$ cat src/sv/assert_macros.svh
// assertion helpers used by the top-level transcoder
`ifndef ASSERT_MACROS_SVH
`define ASSERT_MACROS_SVH

// checked only out of reset
`define UTF_ASSERT(lbl, prop, msg) \
  lbl: assert property (@(posedge clk_i) disable iff (!rst_ni) prop) else $error(msg);

// checked on every edge, reset included
`define UTF_ASSERT_ALWAYS(lbl, prop, msg) \
  lbl: assert property (@(posedge clk_i) prop) else $error(msg);

`endif

$ cat src/sv/utf16u_pkg.sv
package utf16u_pkg;

  localparam logic [2:0] ST_OK        = 3'd0;
  localparam logic [2:0] ST_LONE_LOW  = 3'd1;
  localparam logic [2:0] ST_UNPAIRED  = 3'd2;
  localparam logic [2:0] ST_TOO_LONG  = 3'd3;
  localparam logic [2:0] ST_ENDS_HIGH = 3'd4;
  localparam logic [2:0] ST_EMPTY     = 3'd5;

  localparam int unsigned QueueDepth = 2;

  typedef struct packed {
    logic [3:0][7:0] bytes;
    logic [2:0]      cnt;
  } enc_t;

  typedef struct packed {
    logic [3:0][7:0] bytes;
    logic [2:0]      cnt;
    logic            done;
    logic [2:0]      status;
  } job_t;

  function automatic enc_t encode(input logic [20:0] cp);
    enc_t r;
    r.bytes = '0;
    if (cp <= 21'h00007F) begin
      r.bytes[0] = cp[7:0];
      r.cnt      = 3'd1;
    end else if (cp <= 21'h0007FF) begin
      r.bytes[0] = {3'b110, cp[10:6]};
      r.bytes[1] = {2'b10, cp[5:0]};
      r.cnt      = 3'd2;
    end else if (cp < 21'h010000) begin
      r.bytes[0] = {4'b1110, cp[15:12]};
      r.bytes[1] = {2'b10, cp[11:6]};
      r.bytes[2] = {2'b10, cp[5:0]};
      r.cnt      = 3'd3;
    end else begin
      r.bytes[0] = {5'b11110, cp[20:18]};
      r.bytes[1] = {2'b10, cp[17:12]};
      r.bytes[2] = {2'b10, cp[11:6]};
      r.bytes[3] = {2'b10, cp[5:0]};
      r.cnt      = 3'd4;
    end
    return r;
  endfunction

endpackage

$ cat src/sv/utf16_to_utf8_strict_transcoder.sv
// UTF-16 to UTF-8 transcoder with strict surrogate checking. One code unit is
// taken per input item; each result carries at most one UTF-8 byte, and the last
// result of a string carries string_done and the status (nonzero means the
// name must be discarded). The front end classifies a unit and updates the
// string state in the cycle it is accepted, so it takes an item every cycle
// while its two-entry queue has room. The back end sends one result per cycle
// while the receiver is ready, and an item makes one result per byte it yields:
// none for a held high surrogate, 1 to 3 for a single unit, 4 for a surrogate
// pair, one without a byte for a closing item with no bytes. The first result
// of an item passes through the queue and then the result register; the result
// stage accepts a new byte in the same cycle the previous one is taken.
`include "assert_macros.svh"

module utf16_to_utf8_strict_transcoder #(
  parameter int unsigned MAX_NAME_BYTES = 255
) (
  input  logic        clk_i,
  input  logic        rst_ni,
  input  logic        in_valid_i,
  output logic        in_ready_o,
  input  logic [15:0] code_unit_i,
  input  logic        unit_present_i,
  input  logic        string_end_i,
  output logic        out_valid_o,
  input  logic        out_ready_i,
  output logic [7:0]  utf8_byte_o,
  output logic        byte_present_o,
  output logic        run_last_o,
  output logic        string_done_o,
  output logic [2:0]  status_o
);

  logic             push;
  logic             full;
  logic             pop;
  logic             head_valid;
  utf16u_pkg::job_t job_in;
  utf16u_pkg::job_t job_head;

  utf16u_front #(
    .MAX_NAME_BYTES(MAX_NAME_BYTES)
  ) u_front (
    .clk_i          (clk_i),
    .rst_ni         (rst_ni),
    .in_valid_i     (in_valid_i),
    .in_ready_o     (in_ready_o),
    .code_unit_i    (code_unit_i),
    .unit_present_i (unit_present_i),
    .string_end_i   (string_end_i),
    .full_i         (full),
    .push_o         (push),
    .job_o          (job_in)
  );

  utf16u_fifo u_fifo (
    .clk_i   (clk_i),
    .rst_ni  (rst_ni),
    .push_i  (push),
    .data_i  (job_in),
    .full_o  (full),
    .pop_i   (pop),
    .valid_o (head_valid),
    .data_o  (job_head)
  );

  utf16u_back u_back (
    .clk_i          (clk_i),
    .rst_ni         (rst_ni),
    .valid_i        (head_valid),
    .job_i          (job_head),
    .pop_o          (pop),
    .out_valid_o    (out_valid_o),
    .out_ready_i    (out_ready_i),
    .utf8_byte_o    (utf8_byte_o),
    .byte_present_o (byte_present_o),
    .run_last_o     (run_last_o),
    .string_done_o  (string_done_o),
    .status_o       (status_o)
  );

  `UTF_ASSERT(a_done_last, out_valid_o && string_done_o |-> run_last_o, "done off run end")
  `UTF_ASSERT(a_empty_done, out_valid_o && !byte_present_o |-> string_done_o, "empty mid string")
  `UTF_ASSERT(a_st_done, out_valid_o && !string_done_o |-> status_o == utf16u_pkg::ST_OK, "bad status")
  `UTF_ASSERT(a_no_push_full, full |-> !push, "push while full")
  `UTF_ASSERT_ALWAYS(a_st_range, out_valid_o |-> status_o <= utf16u_pkg::ST_EMPTY, "status range")

endmodule

$ cat src/sv/utf16u_front.sv
module utf16u_front #(
  parameter int unsigned MAX_NAME_BYTES = 255
) (
  input  logic               clk_i,
  input  logic               rst_ni,
  input  logic               in_valid_i,
  output logic               in_ready_o,
  input  logic [15:0]        code_unit_i,
  input  logic               unit_present_i,
  input  logic               string_end_i,
  input  logic               full_i,
  output logic               push_o,
  output utf16u_pkg::job_t   job_o
);

  localparam int unsigned CntW = $clog2(MAX_NAME_BYTES + 1);

  logic [9:0]      pending_q, pending_d;
  logic            waiting_q, waiting_d;
  logic [CntW-1:0] emitted_q, emitted_d;
  logic [2:0]      err_q, err_d;

  logic            accept;
  logic            is_high;
  logic            is_low;
  logic            have_cp;
  logic [20:0]     cp;
  utf16u_pkg::enc_t enc;
  logic [CntW:0]   sum;
  logic [2:0]      cnt;
  logic [2:0]      status;

  assign in_ready_o = !full_i;
  assign accept     = in_valid_i && in_ready_o;
  assign is_high    = code_unit_i[15:10] == 6'b110110;
  assign is_low     = code_unit_i[15:10] == 6'b110111;
  assign cp         = waiting_q ? 21'h010000 + {1'b0, pending_q, code_unit_i[9:0]}
                                : {5'd0, code_unit_i};
  assign enc        = utf16u_pkg::encode(cp);
  assign sum        = {1'b0, emitted_q} + (CntW + 1)'(enc.cnt);

  always_comb begin
    pending_d = pending_q;
    waiting_d = waiting_q;
    emitted_d = emitted_q;
    err_d     = err_q;
    have_cp   = 1'b0;
    cnt       = 3'd0;
    status    = utf16u_pkg::ST_OK;
    if (unit_present_i && err_q == utf16u_pkg::ST_OK) begin
      if (waiting_q) begin
        waiting_d = 1'b0;
        pending_d = '0;
        if (!is_low) begin
          err_d = utf16u_pkg::ST_UNPAIRED;
        end else begin
          have_cp = 1'b1;
        end
      end else if (is_high) begin
        pending_d = code_unit_i[9:0];
        waiting_d = 1'b1;
      end else if (is_low) begin
        err_d = utf16u_pkg::ST_LONE_LOW;
      end else begin
        have_cp = 1'b1;
      end
      if (have_cp) begin
        if (sum > (CntW + 1)'(MAX_NAME_BYTES)) begin
          err_d = utf16u_pkg::ST_TOO_LONG;
        end else begin
          cnt       = enc.cnt;
          emitted_d = sum[CntW-1:0];
        end
      end
    end
    if (string_end_i) begin
      status = err_d;
      if (err_d == utf16u_pkg::ST_OK) begin
        if (waiting_d) begin
          status = utf16u_pkg::ST_ENDS_HIGH;
        end else if (emitted_d == '0) begin
          status = utf16u_pkg::ST_EMPTY;
        end
      end
      pending_d = '0;
      waiting_d = 1'b0;
      emitted_d = '0;
      err_d     = utf16u_pkg::ST_OK;
    end
  end

  assign push_o       = accept && (cnt != 3'd0 || string_end_i);
  assign job_o.bytes  = enc.bytes;
  assign job_o.cnt    = cnt;
  assign job_o.done   = string_end_i;
  assign job_o.status = status;

  always_ff @(posedge clk_i or negedge rst_ni) begin
    if (!rst_ni) begin
      pending_q <= '0;
      waiting_q <= 1'b0;
      emitted_q <= '0;
      err_q     <= utf16u_pkg::ST_OK;
    end else if (accept) begin
      pending_q <= pending_d;
      waiting_q <= waiting_d;
      emitted_q <= emitted_d;
      err_q     <= err_d;
    end
  end

endmodule

$ cat src/sv/utf16u_fifo.sv
module utf16u_fifo (
  input  logic             clk_i,
  input  logic             rst_ni,
  input  logic             push_i,
  input  utf16u_pkg::job_t data_i,
  output logic             full_o,
  input  logic             pop_i,
  output logic             valid_o,
  output utf16u_pkg::job_t data_o
);

  localparam int unsigned Depth = utf16u_pkg::QueueDepth;
  localparam int unsigned PtrW  = (Depth > 1) ? $clog2(Depth) : 1;
  localparam int unsigned CntW  = $clog2(Depth + 1);

  utf16u_pkg::job_t mem_q [Depth];
  logic [PtrW-1:0]  wr_q, rd_q;
  logic [CntW-1:0]  count_q;
  logic             do_push, do_pop;

  assign full_o  = count_q == CntW'(Depth);
  assign valid_o = count_q != '0;
  assign data_o  = mem_q[rd_q];
  assign do_push = push_i && !full_o;
  assign do_pop  = pop_i && valid_o;

  always_ff @(posedge clk_i) begin
    if (do_push) begin
      mem_q[wr_q] <= data_i;
    end
  end

  always_ff @(posedge clk_i or negedge rst_ni) begin
    if (!rst_ni) begin
      wr_q    <= '0;
      rd_q    <= '0;
      count_q <= '0;
    end else begin
      if (do_push) begin
        wr_q <= (wr_q == PtrW'(Depth - 1)) ? '0 : wr_q + 1'b1;
      end
      if (do_pop) begin
        rd_q <= (rd_q == PtrW'(Depth - 1)) ? '0 : rd_q + 1'b1;
      end
      if (do_push && !do_pop) begin
        count_q <= count_q + 1'b1;
      end else if (do_pop && !do_push) begin
        count_q <= count_q - 1'b1;
      end
    end
  end

endmodule

$ cat src/sv/utf16u_back.sv
module utf16u_back (
  input  logic             clk_i,
  input  logic             rst_ni,
  input  logic             valid_i,
  input  utf16u_pkg::job_t job_i,
  output logic             pop_o,
  output logic             out_valid_o,
  input  logic             out_ready_i,
  output logic [7:0]       utf8_byte_o,
  output logic             byte_present_o,
  output logic             run_last_o,
  output logic             string_done_o,
  output logic [2:0]       status_o
);

  logic [1:0] idx_q, idx_d;
  logic [1:0] last_idx;
  logic       last;
  logic       load;
  logic       valid_q;
  logic [7:0] byte_q;
  logic       present_q, run_last_q, done_q;
  logic [2:0] status_q;

  assign last_idx = (job_i.cnt == 3'd0) ? 2'd0 : 2'(job_i.cnt - 3'd1);
  assign last     = idx_q == last_idx;
  assign load     = valid_i && (!valid_q || out_ready_i);
  assign pop_o    = load && last;
  assign idx_d    = last ? 2'd0 : idx_q + 2'd1;

  always_ff @(posedge clk_i or negedge rst_ni) begin
    if (!rst_ni) begin
      valid_q <= 1'b0;
      idx_q   <= 2'd0;
    end else begin
      if (load) begin
        valid_q <= 1'b1;
        idx_q   <= idx_d;
      end else if (out_ready_i) begin
        valid_q <= 1'b0;
      end
    end
  end

  always_ff @(posedge clk_i) begin
    if (load) begin
      present_q  <= job_i.cnt != 3'd0;
      byte_q     <= (job_i.cnt != 3'd0) ? job_i.bytes[idx_q] : 8'd0;
      run_last_q <= last;
      done_q     <= last && job_i.done;
      status_q   <= (last && job_i.done) ? job_i.status : utf16u_pkg::ST_OK;
    end
  end

  assign out_valid_o    = valid_q;
  assign utf8_byte_o    = byte_q;
  assign byte_present_o = present_q;
  assign run_last_o     = run_last_q;
  assign string_done_o  = done_q;
  assign status_o       = status_q;

endmodule

$ cat config.mk
export PLATFORM = sky130hd
export DESIGN_NAME = utf16_to_utf8_strict_transcoder
export DESIGN_NICKNAME = d
export VERILOG_FILES = /design/src/sv/utf16u_pkg.sv /design/src/sv/utf16_to_utf8_strict_transcoder.sv /design/src/sv/utf16u_front.sv /design/src/sv/utf16u_fifo.sv /design/src/sv/utf16u_back.sv
export VERILOG_INCLUDE_DIRS = /design/src /design/src/sv
export SDC_FILE = /design/constraint.sdc
export NUM_CORES = 1
export LEC_CHECK = 0
export BUFFER_PORTS_ARGS = -buffer_cell sky130_fd_sc_hd__buf_4
export CAP_MARGIN = 20
export CORE_ASPECT_RATIO = 2
export CORE_MARGIN = 8
export CORE_UTILIZATION = 50
export DETAILED_ROUTE_END_ITERATION = 10
export PLACE_DENSITY = 0.69
export SYNTH_ARGS = -nofsm -noshare
export SYNTH_HDL_FRONTEND = slang
export SYNTH_HIERARCHICAL = 1
export SYNTH_SLANG_ARGS = --single-unit
$ cat constraint.sdc
create_clock -name clk_i -period 13.4 [get_ports clk_i]
set_clock_uncertainty 0.2 [all_clocks]
set_input_delay 3.35 -clock clk_i [delete_from_list [all_inputs] [get_ports clk_i]]
set_output_delay 3.35 -clock clk_i [all_outputs]
set_load 0.1 [all_outputs]
==> flow_metrics.env, run 1 <==
export IMPL_period_needed_ns=7.428
export IMPL_fin_crit_sh_pct=55.44
export IMPL_critPathArrivalTime_ns=7.27
export IMPL_fin_util_pct=58.66
export IMPL_start_util_pct=51.20
export IMPL_cts_buffers=17
export IMPL_cts_root_buf="clkbuf_16"
export IMPL_clk_latency_ns=0.40
export IMPL_ant_nets=0
export IMPL_regToRegSetupSlack_ns=7.98
export IMPL_drt_total_wl_um=12990
export IMPL_htree_levels=4
export IMPL_wl_met2_um=7261
export IMPL_yosysMostFrequentCell="edfxtp_1"
export IMPL_async_reset_ff_share_pct=23.97
export IMPL_holdPathStages=1
export IMPL_avgRoutedWirePerCell_um=18.74
export IMPL_power_leakage_nw=2.608
export IMPL_hp_class="reg2reg"
export IMPL_min_from="u_fifo/count_q[1]$_DFFE_PN0P_"
export IMPL_ys_flop_type="edfxtp_1"
export IMPL_synthDistinctLibCells=77
export IMPL_grt_overflow=0
export IMPL_cts_tree="done"
export IMPL_wl_met1_um=4813
export IMPL_antenna_found_initial=0
export IMPL_final_setup_viol_count=0
export IMPL_cp_end_kind="flip-flop"
export IMPL_die_x_um=94.79
export IMPL_place_hpwl_um=9155
export IMPL_syn_avg_cell_area_um2=12.41
export IMPL_drc=0
export IMPL_synth_top_area_cell="edfxtp_1"
export IMPL_final_net_count=562
export IMPL_tightest_slew_ns=0.8905
export IMPL_drive_gt1_share_pct=24.18
export IMPL_maxCapViolations=0
export IMPL_cts_resized=0
export IMPL_synth_top_area_share_pct=44.51
export IMPL_ioPinCount=38
export IMPL_min_to="u_fifo/count_q[1]$_DFFE_PN0P_"
export IMPL_core_um2=12120
export IMPL_io_buffer_count=37
export IMPL_start_kind="primary input"
export IMPL_first_global_vias=4223
export IMPL_setup_tns_final_ns=0
export IMPL_synthCells=500
export IMPL_vias=4191
export IMPL_firstDrtPassIters=5
export IMPL_syn2layout_area_growth_pct=14.57
export IMPL_ir_drop_mv=0.1520
export IMPL_routed_top_layer="met4"
export IMPL_yosys_top_cells_count="92 x edfxtp_1, 40 x mux2_2, 35 x nand2_1, 33 x o21ai_0, 29 x dfrtp_1"
export IMPL_clkSinkCount=121
export IMPL_gp_congestion=0.9120
export IMPL_clockBufferDepth=2
export IMPL_rsz0062_at_grt="no"
export IMPL_die_area_um2=16450
export IMPL_worstPathRequired_ns=13.24
export IMPL_drv_slew=0
export IMPL_yosys_warnings=6
export IMPL_hold_viol_final=0
export IMPL_crit_type="in2reg"
export IMPL_row_count=57
export IMPL_grt_pass1_wl_um=20880
export IMPL_grtUsageTotal_pct=16.38
export IMPL_reg2reg_depth=12
export IMPL_synth_area_um2=6207
export IMPL_synth_seq_cells=121
export IMPL_drtIter0Drc=270
export IMPL_vias_per_cell=6.048
export IMPL_antenna_cells=0
export IMPL_cts_setup_buffers=0
export IMPL_status="completed"
export IMPL_power_density_nw_per_um2=222.4
export IMPL_synth_enable_flop_cells=92
export IMPL_fmax_mhz=134.6
export IMPL_r2r_start="u_front/waiting_q$_DFFE_PN0P_"
export IMPL_ctsHoldBuffers=0
export IMPL_clk_pin_slew_ns=0.05
export IMPL_die_y_um=173.6
export IMPL_synth_area_leaders="edfxtp_1 45%, dfrtp_1 12%, mux2_2 7.3%"
export IMPL_r2r_end="u_fifo/mem_q[1][32]$_DFFE_PP_"
export IMPL_synth_seq_area_share_pct=56.20
export IMPL_grt_max_degree=41
export IMPL_cp_max_fo=39
export IMPL_wl_met3_um=545
export IMPL_slew_limit_headroom_pct=40.63
routing by layer:
metal / vias up / track usage (%)
met5: - / 0
li1: 1949 / -
met2: 138 / 29.18
met4: 0 / 7.869
met3: 36 / 4.035
met1: 2068 / 17.05
through the flow:
| step | area (um2) | std cells | power (mW) | setup WS (ns) | hold slack, ns |
|---|---|---|---|---|---|
| 5_1_grt | 7112 | 693 | 1.655 | 5.644 | 0.3278 |
| 3_3_place_gp | 6533 | 661 | 1.147 | 5.291 | 0.2735 |
| 6_report | 7112 | 693 | 1.581 | 5.972 | 0.2963 |
| 4_1_cts | 7092 | 692 | 1.592 | 5.557 | 0.3000 |
| 3_5_place_dp | 6533 | 661 | 1.161 | 5.149 | 0.2919 |
| 2_1_floorplan | 6215 | 502 | 1.051 | 5.041 | 0.2564 |
sequential cells by signal, indices dropped and copies added (netlist names):
register,count
u_back/status_o,3
u_fifo/mem_q,78
u_back/string_done_o,1
u_fifo/rd_q,1
u_front/err_q,3
u_back/utf8_byte_o,8
u_fifo/count_q,2
u_front/pending_q,10
u_back/byte_present_o,1
u_front/emitted_q,8
u_fifo/wr_q,1
u_back/run_last_o,1
u_back/idx_q,2
u_back/out_valid_o,1
u_front/waiting_q,1
cell families after synthesis:
kind of cell	Yosys count	synth area share [%]
AO/OA/AOI/OAI	109	11.57
XOR/XNOR	8	1.129
adder cells (fa/ha/maj)	6	1.330
buffers and inverters	52	4.253
flip-flops	121	56.20
multiplexers	56	11.89
other	1	0.06041
AND/OR/NAND/NOR	147	13.57
critical path: stages:
cell	delay (ns)
buf_4	0.14
mux2_2	0.30
or4_1	0.61
nor2_1	0.22
nor2_1	0.10
fa_1	0.47
a21oi_1	0.32
nor3_2	0.18
a211oi_1	0.64
o21ai_0	0.21
inv_1	0.12
and3_1	0.15
buf_4	0.43
area by class of cell:
type | instances | area, um2
sequential | 121 | 3488
tap | 147 | 183.9
multi-input combinational | 329 | 2470
clock inverter | 13 | 130.1
fill | 1013 | 5012
clock buffer | 18 | 429.2
inverter | 24 | 90.09
timing repair buffer | 41 | 320.3
cells in the final DEF (no fill, tap or decap), types with 4 or more instances in the layout:
cell        instances
mux2i_1             7
o31ai_1             4
a31oi_1             4
nor3_1              6
mux4_1              6
a21oi_1            22
xor2_1              4
nand3_1            26
ha_1                5
a21o_1              4
clkbuf_16          17
nand2_1            35
o21ai_0            33
edfxtp_1           92
mux2_2             40
and3_1              5
a211oi_1           10
inv_1              23
and2_1              9
xnor2_1             4
dfrtp_1            29
nand2b_1            5
o22ai_1             5
nor2b_1            10
buf_4              40
nor2_1             22
clkinvlp_4          4
where the power goes:
group          total, mW  internal (mW)  switching [mW]
combinational      0.579          0.207           0.372
clock              0.427          0.270           0.157
sequential         0.575          0.518          0.0565
worst max path at each step:
stage / from / end / cells past startpoint
floorplan: code_unit_i[10] / u_fifo/mem_q[0][0]$_DFFE_PP_ / 13
global placement: code_unit_i[10] / u_fifo/mem_q[0][14]$_DFFE_PP_ / 13
detailed placement: code_unit_i[10] / u_fifo/mem_q[0][14]$_DFFE_PP_ / 13
CTS: code_unit_i[10] / u_fifo/mem_q[0][34]$_DFFE_PP_ / 13
global route: code_unit_i[10] / u_fifo/mem_q[1][10]$_DFFE_PP_ / 13
finish: code_unit_i[10] / u_fifo/mem_q[1][32]$_DFFE_PP_ / 13
(Power assumes the default switching activity.)
==> inputs of run 2 (changes only) <==
==> constraint.sdc (replaced) <==
create_clock -name clk_i -period 7.29 [get_ports clk_i]
set_clock_uncertainty 0.2 [all_clocks]
set_input_delay 1.8225 -clock clk_i [delete_from_list [all_inputs] [get_ports clk_i]]
set_output_delay 1.8225 -clock clk_i [all_outputs]
set_load 0.1 [all_outputs]
==> flow_metrics.env, run 2 (same netlist as run 1, synthesis figures left out) <==
export IMPL_clk_pin_slew_ns=0.05
export IMPL_power_density_nw_per_um2=401.5
export IMPL_r2r_start="u_front/waiting_q$_DFFE_PN0P_"
export IMPL_cp_end_kind="flip-flop"
export IMPL_regToRegSetupSlack_ns=1.76
export IMPL_grt_pass1_wl_um=21310
export IMPL_die_y_um=173.6
export IMPL_crit_type="in2reg"
export IMPL_largest_reg_flops=78
export IMPL_io_buffer_count=37
export IMPL_largestRegisters="u_fifo/mem_q (78), u_front/pending_q (10)"
export IMPL_final_net_count=562
export IMPL_final_seq_area_um2=3488
export IMPL_start_util_pct=51.20
export IMPL_antenna_found_initial=0
export IMPL_status="completed"
export IMPL_firstDrtPassIters=4
export IMPL_setup_tns_final_ns=0
export IMPL_syn2layout_area_growth_pct=13.30
export IMPL_cp_max_fo=39
export IMPL_tightest_slew_ns=0.9183
export IMPL_ant_nets=0
export IMPL_drtIter0Drc=375
export IMPL_cp_startpoint="code_unit_i[10]"
export IMPL_whs_ns=0.3004
export IMPL_maxCapViolations=0
export IMPL_drt_total_wl_um=13260
export IMPL_row_count=57
export IMPL_final_setup_viol_count=0
export IMPL_fin_crit_sh_pct=82.10
export IMPL_hp_class="reg2reg"
export IMPL_critPathArrivalTime_ns=5.82
export IMPL_core_um2=12120
export IMPL_antenna_cells=0
export IMPL_grt_overflow=0
export IMPL_ioPinCount=38
export IMPL_final_common_cell="edfxtp_1"
export IMPL_cts_tree="done"
export IMPL_cts_resized=0
export IMPL_multi_input_area_um2=2470
export IMPL_slew_limit_headroom_pct=38.78
export IMPL_drc=0
export IMPL_power_mw=2.824
export IMPL_grt_max_degree=41
export IMPL_fillers=1004
export IMPL_ctsHoldBuffers=0
export IMPL_final_cell_mix="92 x edfxtp_1, 41 x buf_4, 40 x mux2_2, 35 x nand2_1, 33 x o21ai_0"
export IMPL_power_leakage_nw=2.580
export IMPL_drive_gt1_share_pct=23.85
export IMPL_avgRoutedWirePerCell_um=19.16
export IMPL_stdcell_area_um2=7033
export IMPL_cts_setup_buffers=0
export IMPL_placed_area_um2=6540
export IMPL_cts_root_buf="clkbuf_16"
export IMPL_die_area_um2=16450
export IMPL_min_from="u_fifo/count_q[1]$_DFFE_PN0P_"
export IMPL_htree_levels=4
export IMPL_clockBufferDepth=2
export IMPL_cts_buffers=17
export IMPL_die_x_um=94.79
export IMPL_drv_slew=0
export IMPL_worstPathRequired_ns=7.13
export IMPL_grtUsageTotal_pct=16.85
export IMPL_ir_drop_mv=0.2833
export IMPL_vias=4224
export IMPL_first_global_vias=4318
export IMPL_rsz0062_at_grt="no"
export IMPL_fmax_mhz=167.1
export IMPL_regMostFlops="u_fifo/mem_q"
export IMPL_gp_congestion=0.9022
export IMPL_place_hpwl_um=9325
export IMPL_vias_per_cell=6.104
export IMPL_period_needed_ns=5.985
export IMPL_clk_latency_ns=0.40
export IMPL_start_kind="primary input"
export IMPL_hold_viol_final=0
export IMPL_clkSinkCount=121
[run 2: worst max-delay path, cell delays in order]
cell and delay (ns):
buf_4 0.14, mux2_2 0.31, or4_1 0.60, nor2_1 0.22
nor2_1 0.11, fa_1 0.47, a21oi_1 0.32, nor3_2 0.18
a211oi_1 0.60, o21ai_0 0.22, inv_1 0.12, nand2_1 0.14
nor2_4 0.10, buf_4 0.44
[run 2: area by class of cell]
class / count / share of cell area (%)
clock inverter: 11 / 0.8539
timing repair buffer: 41 / 4.376
inverter: 24 / 1.281
clock buffer: 19 / 6.155
tap: 147 / 2.615
sequential: 121 / 49.60
multi-input combinational: 329 / 35.12
[run 2: metal layers]
layer  vias up  share of wire [%]  global-route usage (%)  routed length [um]
met2       180                 56                   30.32                7448
met1      2047                 35                   16.74                4649
met4         0                4.0                   9.115                 525
met5         -                  0                       0                   0
li1       1950                  -                       -                   -
met3        47                4.8                   4.295                 633
[run 2: where the power goes]
| group | total (mW) | switching [mW] | leakage [nW] | internal (mW) |
|---|---|---|---|---|
| registers | 1.06 | 0.106 | 1.21 | 0.953 |
| logic | 1.06 | 0.687 | 1.13 | 0.376 |
| clock network | 0.702 | 0.280 | 0.239 | 0.422 |
[run 2: final timing paths]
| path | to | depth (start not counted) |
|---|---|---|
| max in group asynchronous | u_front/pending_q[7]$_DFFE_PN0P_ | 1 |
| min in group asynchronous | u_front/emitted_q[7]$_DFFE_PN0P_ | 1 |
| max | u_fifo/mem_q[0][33]$_DFFE_PP_ | 14 |
| min | u_fifo/count_q[1]$_DFFE_PN0P_ | 1 |
| min reg2reg | u_fifo/count_q[1]$_DFFE_PN0P_ | 1 |
| max reg2reg | u_fifo/mem_q[0][33]$_DFFE_PP_ | 13 |
[run 2: stage by stage]
stage / cells / utilization (%) / setup slack (ns)
5_1_grt: 692 / 58.01 / 0.9423
3_5_place_dp: 662 / 53.94 / 0.9471
4_1_cts: 692 / 58.01 / 1.319
3_3_place_gp: 662 / 53.94 / 1.061
6_report: 692 / 58.01 / 1.305
2_1_floorplan: 502 / - / 0.4585
==> inputs of run 3 (changes only) <==
--- a/config.mk
+++ b/config.mk
@@ -6,13 +6,14 @@
 export SDC_FILE = /design/constraint.sdc
 export NUM_CORES = 1
 export LEC_CHECK = 0
+export ABC_AREA = 1
 export BUFFER_PORTS_ARGS = -buffer_cell sky130_fd_sc_hd__buf_4
 export CAP_MARGIN = 20
 export CORE_ASPECT_RATIO = 2
 export CORE_MARGIN = 8
 export CORE_UTILIZATION = 50
 export DETAILED_ROUTE_END_ITERATION = 10
-export PLACE_DENSITY = 0.69
+export PLACE_DENSITY = 0.71
 export SYNTH_ARGS = -nofsm -noshare
 export SYNTH_HDL_FRONTEND = slang
 export SYNTH_HIERARCHICAL = 1
==> constraint.sdc (replaced) <==
create_clock -name clk_i -period 5.4 [get_ports clk_i]
set_clock_uncertainty 0.2 [all_clocks]
set_input_delay 1.35 -clock clk_i [delete_from_list [all_inputs] [get_ports clk_i]]
set_output_delay 1.35 -clock clk_i [all_outputs]
set_load 0.1 [all_outputs]
==> flow_metrics.env, run 3 <==
export IMPL_start_kind="primary input"
export IMPL_final_common_cell="nand2_1"
export IMPL_yosys_top_cells_count="211 x nand2_1, 92 x edfxtp_1, 68 x inv_1, 60 x nor2_1, 32 x nand3_1"
export IMPL_ys_flop_type="edfxtp_1"
export IMPL_maxCapViolations=0
export IMPL_cp_max_fo=39
export IMPL_critPathArrivalTime_ns=4.77
export IMPL_hold_viol_final=0
export IMPL_fillers=1064
export IMPL_antenna_found_initial=0
export IMPL_yosys_warnings=6
export IMPL_clkSinkCount=121
export IMPL_firstDrtPassIters=6
export IMPL_htree_levels=4
export IMPL_clockBufferDepth=2
export IMPL_slew_limit_headroom_pct=33.85
export IMPL_ctsHoldBuffers=0
export IMPL_die_y_um=173.3
export IMPL_synth_top_area_cell="edfxtp_1"
export IMPL_avgRoutedWirePerCell_um=16.28
export IMPL_timing_critical_path_mode_cell="inv_1"
export IMPL_synth_area_um2=6182
export IMPL_tightest_slew_ns=0.9887
export IMPL_syn_avg_cell_area_um2=9.172
export IMPL_yosysMostFrequentCell="nand2_1"
export IMPL_ioPinCount=38
export IMPL_regMostFlops="u_fifo/mem_q"
export IMPL_io_buffer_count=37
export IMPL_worst_path_buf_inv=8
export IMPL_cpPeakStageDelay_ns=0.44
export IMPL_first_global_vias=4715
export IMPL_setup_tns_final_ns=0
export IMPL_slowest_stage="fa_1"
export IMPL_critPathTopFamily="simple AND/OR/NAND/NOR gates"
export IMPL_period_needed_ns=4.878
export IMPL_fin_util_pct=58.71
export IMPL_synth_enable_flop_cells=92
export IMPL_async_reset_ff_share_pct=23.97
export IMPL_synth_seq_area_share_pct=56.43
export IMPL_cp_end_kind="flip-flop"
export IMPL_row_count=57
export IMPL_final_seq_area_um2=3488
export IMPL_final_net_count=741
export IMPL_drtIter0Drc=411
export IMPL_cts_resized=0
export IMPL_die_area_um2=16390
export IMPL_grtUsageTotal_pct=18.14
export IMPL_multi_input_area_um2=2165
export IMPL_syn2layout_area_growth_pct=15.14
export IMPL_fin_crit_sh_pct=90.33
export IMPL_cts_tree="done"
export IMPL_gp_congestion=1.002
export IMPL_worstPathRequired_ns=5.29
export IMPL_drt_total_wl_um=14220
export IMPL_antenna_cells=0
export IMPL_place_hpwl_um=10240
export IMPL_rsz0062_at_grt="no"
export IMPL_cts_setup_buffers=0
export IMPL_vias_per_cell=5.426
export IMPL_cp_cell_sequence="buf_4 -> inv_1 -> nor2_2 -> o21bai_1 -> nor2_4 -> nand3_4 -> nand2_2 -> inv_2 -> nor2_1 -> inv_1 -> ha_1 -> fa_1 -> nand3_1 -> nand2_2 -> nand2_2 -> nand2_4 -> nor2_4 -> inv_1 -> a21oi_1 -> inv_1 -> nor2_4 -> nand2_2 -> inv_1 -> buf_12"
export IMPL_cts_buffers=17
export IMPL_grt_max_degree=42
export IMPL_final_setup_viol_count=0
export IMPL_synth_seq_cells=121
export IMPL_whs_ns=0.2860
export IMPL_grt_pass1_wl_um=23000
export IMPL_vias=4737
export IMPL_crit_type="in2reg"
export IMPL_power_leakage_nw=3.117
export IMPL_largestRegisters="u_fifo/mem_q (78), u_front/pending_q (10)"
export IMPL_status="completed"
export IMPL_clk_latency_ns=0.41
export IMPL_hp_class="reg2reg"
export IMPL_synth_area_leaders="edfxtp_1 45%, nand2_1 13%, dfrtp_1 12%"
export IMPL_cts_root_buf="clkbuf_16"
export IMPL_drc=0
export IMPL_place_ws_ns=0.1944
export IMPL_fin_ws_ns=0.5222
export IMPL_synth_top_area_share_pct=44.69
export IMPL_power_density_nw_per_um2=579.5
export IMPL_die_x_um=94.63
export IMPL_core_um2=12120
export IMPL_fmax_mhz=205.0
export IMPL_clk_pin_slew_ns=0.05
export IMPL_final_cell_mix="211 x nand2_1, 92 x edfxtp_1, 68 x inv_1, 59 x nor2_1, 42 x buf_4"
export IMPL_ant_nets=0
export IMPL_largest_reg_flops=78
export IMPL_start_util_pct=50.99
export IMPL_ir_drop_mv=0.4591
export IMPL_drive_gt1_share_pct=17.63
export IMPL_synthCells=674
export IMPL_grt_overflow=0
export IMPL_synthDistinctLibCells=44
export IMPL_drv_slew=0
-- run 3: changes by cell type after synthesis, sizes merged, moves of 11 or more --
cell | before | now
nor2b | 12 | 0
mux2 | 41 | 0
inv | 24 | 82
nor2 | 23 | 75
nand2 | 36 | 223
clkbuf | 14 | 3
nand3 | 26 | 37
-- run 3: kinds of logic (layout without fill, tap and decap cells) --
group,after synthesis,in the layout,synth area share (%)
other cells,1,3,0.06066
flops,121,121,56.43
fa+ha+maj,6,6,1.336
compound gates,93,93,8.824
simple gates,342,342,24.16
xor+xnor,2,2,0.2834
buf+inv,109,159,8.905
-- run 3: power breakdown --
group,total [mW],switching [mW],internal (mW)
clock,1.15,0.405,0.747
combinational,1.55,1.16,0.393
sequential,1.42,0.128,1.30
total,4.12,1.69,2.44
-- run 3: path summary, 6_finish.rpt --
check / from / end / slack, ns / cells after the start
min in group asynchronous: rst_ni / u_front/err_q[0]$_DFFE_PN0P_ / 0.67 / 1
max in group asynchronous: rst_ni / u_front/emitted_q[0]$_DFFE_PN0P_ / 4.02 / 1
worst min register to register: u_fifo/wr_q$_DFFE_PN0N_ / u_fifo/wr_q$_DFFE_PN0N_ / 0.29 / 2
worst min-delay path: u_fifo/wr_q$_DFFE_PN0N_ / u_fifo/wr_q$_DFFE_PN0N_ / 0.29 / 2
worst max register to register: u_front/waiting_q$_DFFE_PN0P_ / u_fifo/mem_q[0][18]$_DFFE_PP_ / 0.76 / 23
worst max-delay path: code_unit_i[11] / u_fifo/mem_q[0][18]$_DFFE_PP_ / 0.52 / 24
-- run 3: worst min-delay path: stages (launching register included) --
cell and delay, ns:
dfrtp_1 0.34, nand2_1 0.05, nand2_1 0.06
-- run 3: through the flow --
| step | total power, mW | cells | cell area, um2 |
|---|---|---|---|
| 2_1_floorplan | 2.693 | 676 | 6197 |
| 3_3_place_gp | 2.959 | 841 | 6511 |
| 3_5_place_dp | 2.998 | 841 | 6511 |
| 4_1_cts | 4.158 | 873 | 7118 |
| 5_1_grt | 4.350 | 873 | 7118 |
| 6_report | 4.125 | 873 | 7118 |
-- run 3: area by class of cell --
class                      instances  area share (%)
sequential                       121           49.01
multi-input combinational        446           30.41
clock buffer                      20           6.416
timing repair buffer              44           4.992
inverter                          83           4.482
tap                              147           2.584
clock inverter                    12           2.109
-- run 3: per-layer routing --
metal	track usage (%)	up-vias	share of wire, %
li1	-	2283	-
met1	18.22	2240	36
met2	32.74	166	55
met3	3.948	48	4.2
met4	10.16	0	4.5
met5	0	-	0
